File: config.mk
export PLATFORM = sky130hd
export DESIGN_NAME = cfsi_mul
export DESIGN_NICKNAME = d
export VERILOG_FILES = /design/src/rtl/core/case_folded_fnv1_symbol_interner_macros.svh /design/src/rtl/core/cfsi_pkg.sv /design/src/rtl/core/cfsi_mul.sv
export SDC_FILE = /design/constraint.sdc
export NUM_CORES = 1
export LEC_CHECK = 0
export ABC_AREA = 1
export BUFFER_PORTS_ARGS = -buffer_cell sky130_fd_sc_hd__buf_2
export CAP_MARGIN = 20
export CORE_ASPECT_RATIO = 1.5
export CORE_MARGIN = 2
export CORE_UTILIZATION = 47
export DETAILED_ROUTE_END_ITERATION = 16
export GPL_ROUTABILITY_DRIVEN = 0
export HOLD_SLACK_MARGIN = 0.15
export PLACE_DENSITY = 0.75
export SLEW_MARGIN = 20
export SYNTH_ARGS = -nofsm -noshare
export SYNTH_HDL_FRONTEND = slang
export SYNTH_SLANG_ARGS = --single-unit
File: constraint.sdc
create_clock -name clk -period 9.6 [get_ports clk]
set_clock_uncertainty 0.2 [all_clocks]
set_input_delay 0 -clock clk [delete_from_list [all_inputs] [get_ports clk]]
set_output_delay 0 -clock clk [all_outputs]
set_load 0.01 [all_outputs]
File: src/rtl/core/case_folded_fnv1_symbol_interner_macros.svh
// ---------------------------------------------------------------------------
// Symbol interner assertion macros
// Assertion wrappers, compiled out for synthesis.
// ---------------------------------------------------------------------------
`ifndef CASE_FOLDED_FNV1_SYMBOL_INTERNER_MACROS_SVH
`define CASE_FOLDED_FNV1_SYMBOL_INTERNER_MACROS_SVH
`ifndef SYNTHESIS
`define SI_ASSERT_IMP(lbl, clk, rst, a, c, msg) \
  lbl: assert property (@(posedge clk) disable iff (rst) (a) |-> (c)) else $error(msg);
`define SI_ASSERT_NXT(lbl, clk, rst, a, c, msg) \
  lbl: assert property (@(posedge clk) disable iff (rst) (a) |=> (c)) else $error(msg);
`else
`define SI_ASSERT_IMP(lbl, clk, rst, a, c, msg)
`define SI_ASSERT_NXT(lbl, clk, rst, a, c, msg)
`endif
`endif

File: src/rtl/core/cfsi_pkg.sv
// ---------------------------------------------------------------------------
// Symbol interner package
// Sizes, constants, states and helpers shared by the interner modules.
// ---------------------------------------------------------------------------
package cfsi_pkg;
  localparam int TableDepth = 256;
  localparam int ArenaBytes = 4096;
  localparam int TW = $clog2(TableDepth);
  localparam int AW = $clog2(ArenaBytes);
  localparam logic [63:0] FnvBasis = 64'd14695981039346656037;
  localparam logic [63:0] FnvPrime = 64'd1099511628211;
  localparam logic [1:0] OUT_OK = 2'd0;
  localparam logic [1:0] OUT_TABLE_FULL = 2'd1;
  localparam logic [1:0] OUT_ARENA_FULL = 2'd2;

  typedef enum logic [2:0] {
    ST_IDLE, ST_MUL, ST_SEARCH, ST_CMP, ST_DECIDE, ST_TERM, ST_OUT
  } state_t;

  typedef struct packed {
    logic start;
    logic [63:0] hash;
  } mul_req_t;

  function automatic logic [7:0] fold_case(input logic [7:0] b);
    if (b >= 8'h41 && b <= 8'h5A) return b + 8'h20;
    return b;
  endfunction
endpackage

File: src/rtl/core/cfsi_mul.sv
// ---------------------------------------------------------------------------
// Symbol interner prime multiplier
// Iterative 64x64 low-half product, one 16-bit digit of the prime per cycle.
// ---------------------------------------------------------------------------
module cfsi_mul import cfsi_pkg::*; (
  input  logic        clk,
  input  logic        rst,
  input  mul_req_t    req,
  output logic        done,
  output logic [63:0] product
);
  logic [63:0] acc;
  logic [63:0] mcand;
  logic [1:0]  step;
  logic        busy;
  logic [15:0] digit;
  logic [79:0] part;

  always_comb begin
    case (step)
      2'd0: digit = FnvPrime[15:0];
      2'd1: digit = FnvPrime[31:16];
      2'd2: digit = FnvPrime[47:32];
      default: digit = FnvPrime[63:48];
    endcase
    part = mcand * digit;
  end

  always_ff @(posedge clk) begin
    if (rst) begin
      busy <= 1'b0;
      step <= '0;
      done <= 1'b0;
    end else begin
      done <= 1'b0;
      if (req.start) begin
        busy <= 1'b1;
        step <= '0;
        acc <= '0;
        mcand <= req.hash;
      end else if (busy) begin
        acc <= acc + part[63:0];
        mcand <= {mcand[47:0], 16'd0};
        step <= step + 2'd1;
        if (step == 2'd3) begin
          busy <= 1'b0;
          done <= 1'b1;
        end
      end
    end
  end

  assign product = acc;
endmodule

# Word-level counts from Yosys, hierarchy flattened
# Index checks and enable logic that the tools add are counted.
[totals]
reg_bits = 132
in_bits = 67
out_inout_bits = 65
elab_cells = 25
[op_classes]
addsub = 2
mul = 1
n_eq_ne = 2
muxes = 8
n_bitwise = 2
reduce_logical = 5
[op_table]
columns = ["operator", "n"]
rows = [
  ["64-bit 2-to-1 mux", 3],
  ["64-bit adder", 1],
  ["64-bit by 16-bit multiplier with 64-bit output", 1],
  ["9-bit case mux with 2 select lines", 1],
  ["2-bit equality test (second input constant)", 2],
  ["1-bit 2-to-1 mux", 4],
  ["3-bit OR reduction", 1],
  ["2-bit by 1-bit adder with 2-bit output (second input constant)", 1],
  ["2-bit logical NOT", 1],
  ["1-bit inverter", 2],
  ["2-bit AND reduction", 1],
  ["2-bit nonzero test", 1],
  ["2-bit OR reduction", 1],
]

# Longest topological paths before layout
[logic_depth]
word_depth = 5
ltp_mapped = 30
mapped_depth_nobuf = 28

# Worst setup path after synthesis
# OpenSTA, ideal clock, no wires.
[synth_path]
path_kind = "register to register"
start = "reg busy"
end = "reg mcand[0], enable pin"
setup_ns = 0.661
arrival_ns = 6.604
required_ns = 8.739
path_slack_ns = 2.136
path_stages_with_launch = 3
n_path_buf = 0
period_less_slack_ns = 7.464
cell_sequence = "dfxtp_1 inv_1 a21oi_1"
[synth_between]
elab_chain_cells = 2
[synth_lines]
columns = ["element", "line_no", "rtl"]
rows = [
  ["start, declared", "cfsi_mul.sv:15", "logic busy;"],
  ["start signal, assigned", "cfsi_mul.sv:31", "busy <= 1'b0;"],
  ["start signal, assigned", "cfsi_mul.sv:37", "busy <= 1'b1;"],
  ["start signal, assigned", "cfsi_mul.sv:46", "busy <= 1'b0;"],
  ["2-bit nonzero test (no source line)", "-", ""],
  ["2-bit AND reduction (no source line)", "-", ""],
  ["end signal, assigned", "cfsi_mul.sv:40", "mcand <= req.hash;"],
  ["end signal, assigned", "cfsi_mul.sv:43", "mcand <= {mcand[47:0], 16'd0};"],
  ["end, declared", "cfsi_mul.sv:13", "logic [63:0] mcand;"],
]
# Every way passes these cells.
# A chain may end at the register's enable or synchronous reset.

# Final worst setup path
[layout_path]
start = "reg step[0]"
end = "reg acc[59], in the netlist product[59] (data pin)"
[layout_between]
elab_chain_cells = 5
elab_cells_between_ends = 6
classes_between = "add/sub: 1; mul: 1; eq/ne: 1; mux: 2; reduce/logical: 1"
[layout_lines]
columns = ["element", "line_no", "rtl"]
rows = [
  ["start, declared", "cfsi_mul.sv:14", "logic [1:0] step;"],
  ["start signal, assigned", "cfsi_mul.sv:44", "step <= step + 2'd1;"],
  ["2-bit equality test or 2-bit logical NOT (tied branches)", "cfsi_mul.sv:20", "case (step)"],
  ["9-bit case mux with 2 select lines *", "cfsi_mul.sv:20", ""],
  ["64-bit by 16-bit multiplier with 64-bit output *", "cfsi_mul.sv:26", "part = mcand * digit;"],
  ["64-bit adder *", "cfsi_mul.sv:42", "acc <= acc + part[63:0];"],
  ["64-bit 2-to-1 mux *", "cfsi_mul.sv:41", "end else if (busy) begin"],
  ["end signal, assigned", "cfsi_mul.sv:42", ""],
  ["end, declared", "cfsi_mul.sv:12", "logic [63:0] acc;"],
]
# Mark *: on every way between the ends. The rest lies on a longest branch, timed or not. The select of a mux whose other input is x is not followed.

==> reports/qor.yml <==
yosys:
  ys_ff_latch: 132
  synth_cells: 2949
  synth_cell_types: 37
  synth_area_um2: 21500
  syn-num-nets: 3498
  yosysSeqAreaShare_pct: 18.3
  syn_avg_cell_area_um2: 7.29
  synth_warnings: 0
worst_setup_path:
  reg2reg_depth: 25
  crit_type: "reg -> reg"
  critPathLaunchType: "register"
  end_kind: "register"
  rrSetupSlack_ns: 3.02
  crit_arrival_ns: 6.59
  r2r_end: "product[59]"
  cp_data_required_time_ns: 9.61
  worstReg2RegStart: "step[0]"
  cp_max_fo: 66
sta:
  max_freq_mhz: 152
  worst_pin_slew_ns: 0.937
  final_max_slew_viol_count: 0
  layout_min_cycle_time_ns: 6.58
  setup_violations: 0
  hold_viol: 0
  finalCritPeriodShare_pct: 68.5
  rsz0062_at_grt: "no"
  setup_tns_ns: 0
  relSlewSlack_pct: 37.5
drt:
  totalWireLength_mm: 63.4
  met1_length_mm: 21.4
  top_layer_used: "met5"
  met3_length_mm: 3.32
  first_iter_violations: 1221
  drcViolationCount: 0
  wire_per_inst_um: 16.7
  wl_met2_mm: 32.9
  vias_per_cell: 4.85
  drt_first_pass_iters: 7
  ant_nets: 0
  num_vias: 18400
clock_tree:
  path_clk_slew_ns: 0.08
  clk_latency_ns: 0.48
  cts_tree: "done"
  cts_resized: 0
  clock_sinks: 132
  cts_inserted_buffers: 17
  cts_max_path_buffers: 2
  cts_root_buf: "clkbuf_16"
  cts-htree-levels: 4
min_path:
  hold_class: "in -> reg"
  min_from: "req[30]"
  whs_endpoint: "mcand[30]"
  whs_path_depth: 4
global_routing:
  overflow: 0
  grt_pass1_wl_mm: 101
  grt.total_usage_pct: 28.3
  grt_max_degree: 67
  grt_pass1_vias: 19700
  grt_antenna_before_repair: 2
run_status:
  status: "finished, final reports clean"
floorplanning:
  num_io_pins: 132
  fp-row-count: 96
  start_util_pct: 47.3
  die_y_um: 266
  die_w_um: 179
  die_area_um2: 47500
  core_area_um2: 45400
placed_design:
  dp_hpwl_mm: 51.9
  port_buffers: 131
finish:
  fin_nets: 3742
  antenna_cells: 0
  final_common_cell: "inv_1"
  final_cell_mix: "inv_1 (1,073), nand2_1 (693), fa_1 (284)"
  area_growth_pct: 14.6
  drive_gt1_share_pct: 6.89
run:
  max-cap-violations: 0
stage by stage:
stage               util (%)  setup WS, ns  cell area (µm²)  hold slack, ns  cells
global route            54.2          2.63            24600           0.203   3794
CTS                     54.2          3.15            24600           0.160   3794
global placement        50.3          3.27            22800          0.0571   3643
detailed placement      50.3          3.24            22800          0.0586   3643
floorplan                  -          2.14            21500         -0.0360   2949
finish                  54.2          3.02            24600           0.163   3794
registers in the layout (all words and copies together), names as in the netlist:
| name | count |
|---|---|
| product | 64 |
| step | 2 |
| busy | 1 |
| done | 1 |
| mcand | 64 |
synthesized netlist by cell type, drive strengths merged:
master	instances	area, µm²
inv	1076	4040
nand2	711	2710
fa	284	5690
nor2	210	828
ha	198	2480
edfxtp	128	3840
a21oi	93	469
o21ai	74	370
nand3	66	360
clkbuf	17	63.8
buf	14	60.1
nand4	12	75.1
o21bai	12	90.1
o21a	10	75.1
and2	9	61.3
nor3	6	35.0
and3	5	31.3
nand3b	5	37.5
nor4	5	31.3
dfxtp	4	80.1
clkinv	3	11.3
xnor2	2	17.5
a21o	1	7.51
and3b	1	8.76
nand2b	1	6.26
or2	1	6.26
xor2	1	8.76
logic make-up (layout without fill, tap and decap cells):
logic type	after synthesis	in the layout	synth area share, %
adder cells (fa/ha/maj)	482	482	38.0
buffers and inverters	1110	1367	19.4
XOR/XNOR	3	3	0.122
AND/OR/NAND/NOR	1032	1032	19.5
AO/OA/AOI/OAI	190	190	4.71
flip-flops	132	132	18.3
timing repair:
item                                   4_1_cts  5_1_grt
buffers inserted                             0        0
endpoints found under the hold margin       89        0
hold buffers                               119        0
critical path: stages (launching register included):
cell	delay, ns
dfxtp_1	0.36
inv_1	0.08
ha_2	0.18
buf_4	0.34
nor2_4	0.18
buf_4	0.55
nor2_1	0.25
ha_1	0.34
inv_1	0.05
fa_1	0.48
fa_1	0.51
inv_1	0.05
fa_1	0.48
inv_1	0.05
fa_1	0.48
inv_1	0.04
ha_1	0.37
nand2_1	0.10
inv_1	0.09
nand2_1	0.11
nor3_1	0.32
nand2_1	0.16
nor3_1	0.16
nand2_1	0.15
a21oi_1	0.17
nor2_1	0.06
layer usage:
layer,track usage (%),vias to the layer above
met5,0,-
met4,21.6,4
met3,4.00,293
met2,52.1,727
met1,28.2,8465
li1,-,8914
worst max-delay path by stage:
stage | slack [ns] | from | endpoint
after floorplan | 2.14 | busy | mcand[0]
after global placement | 3.27 | step[0] | product[59]
after detailed placement | 3.24 | step[0] | product[34]
after CTS | 3.15 | step[0] | product[59]
after global routing | 2.63 | step[0] | product[59]
final | 3.02 | step[0] | product[59]
cell type report:
type,count,area [µm²]
fillers,4219,20800
multi-input cells,1707,13400
inverters,1079,4050
flip-flops and latches,132,3920
repair buffers,256,1890
well taps,588,736
clock buffers,18,439
clock inverters,14,164
Power is not shown: default switching activity piles up to over one toggle a cycle in this logic, so the estimate is an artifact.
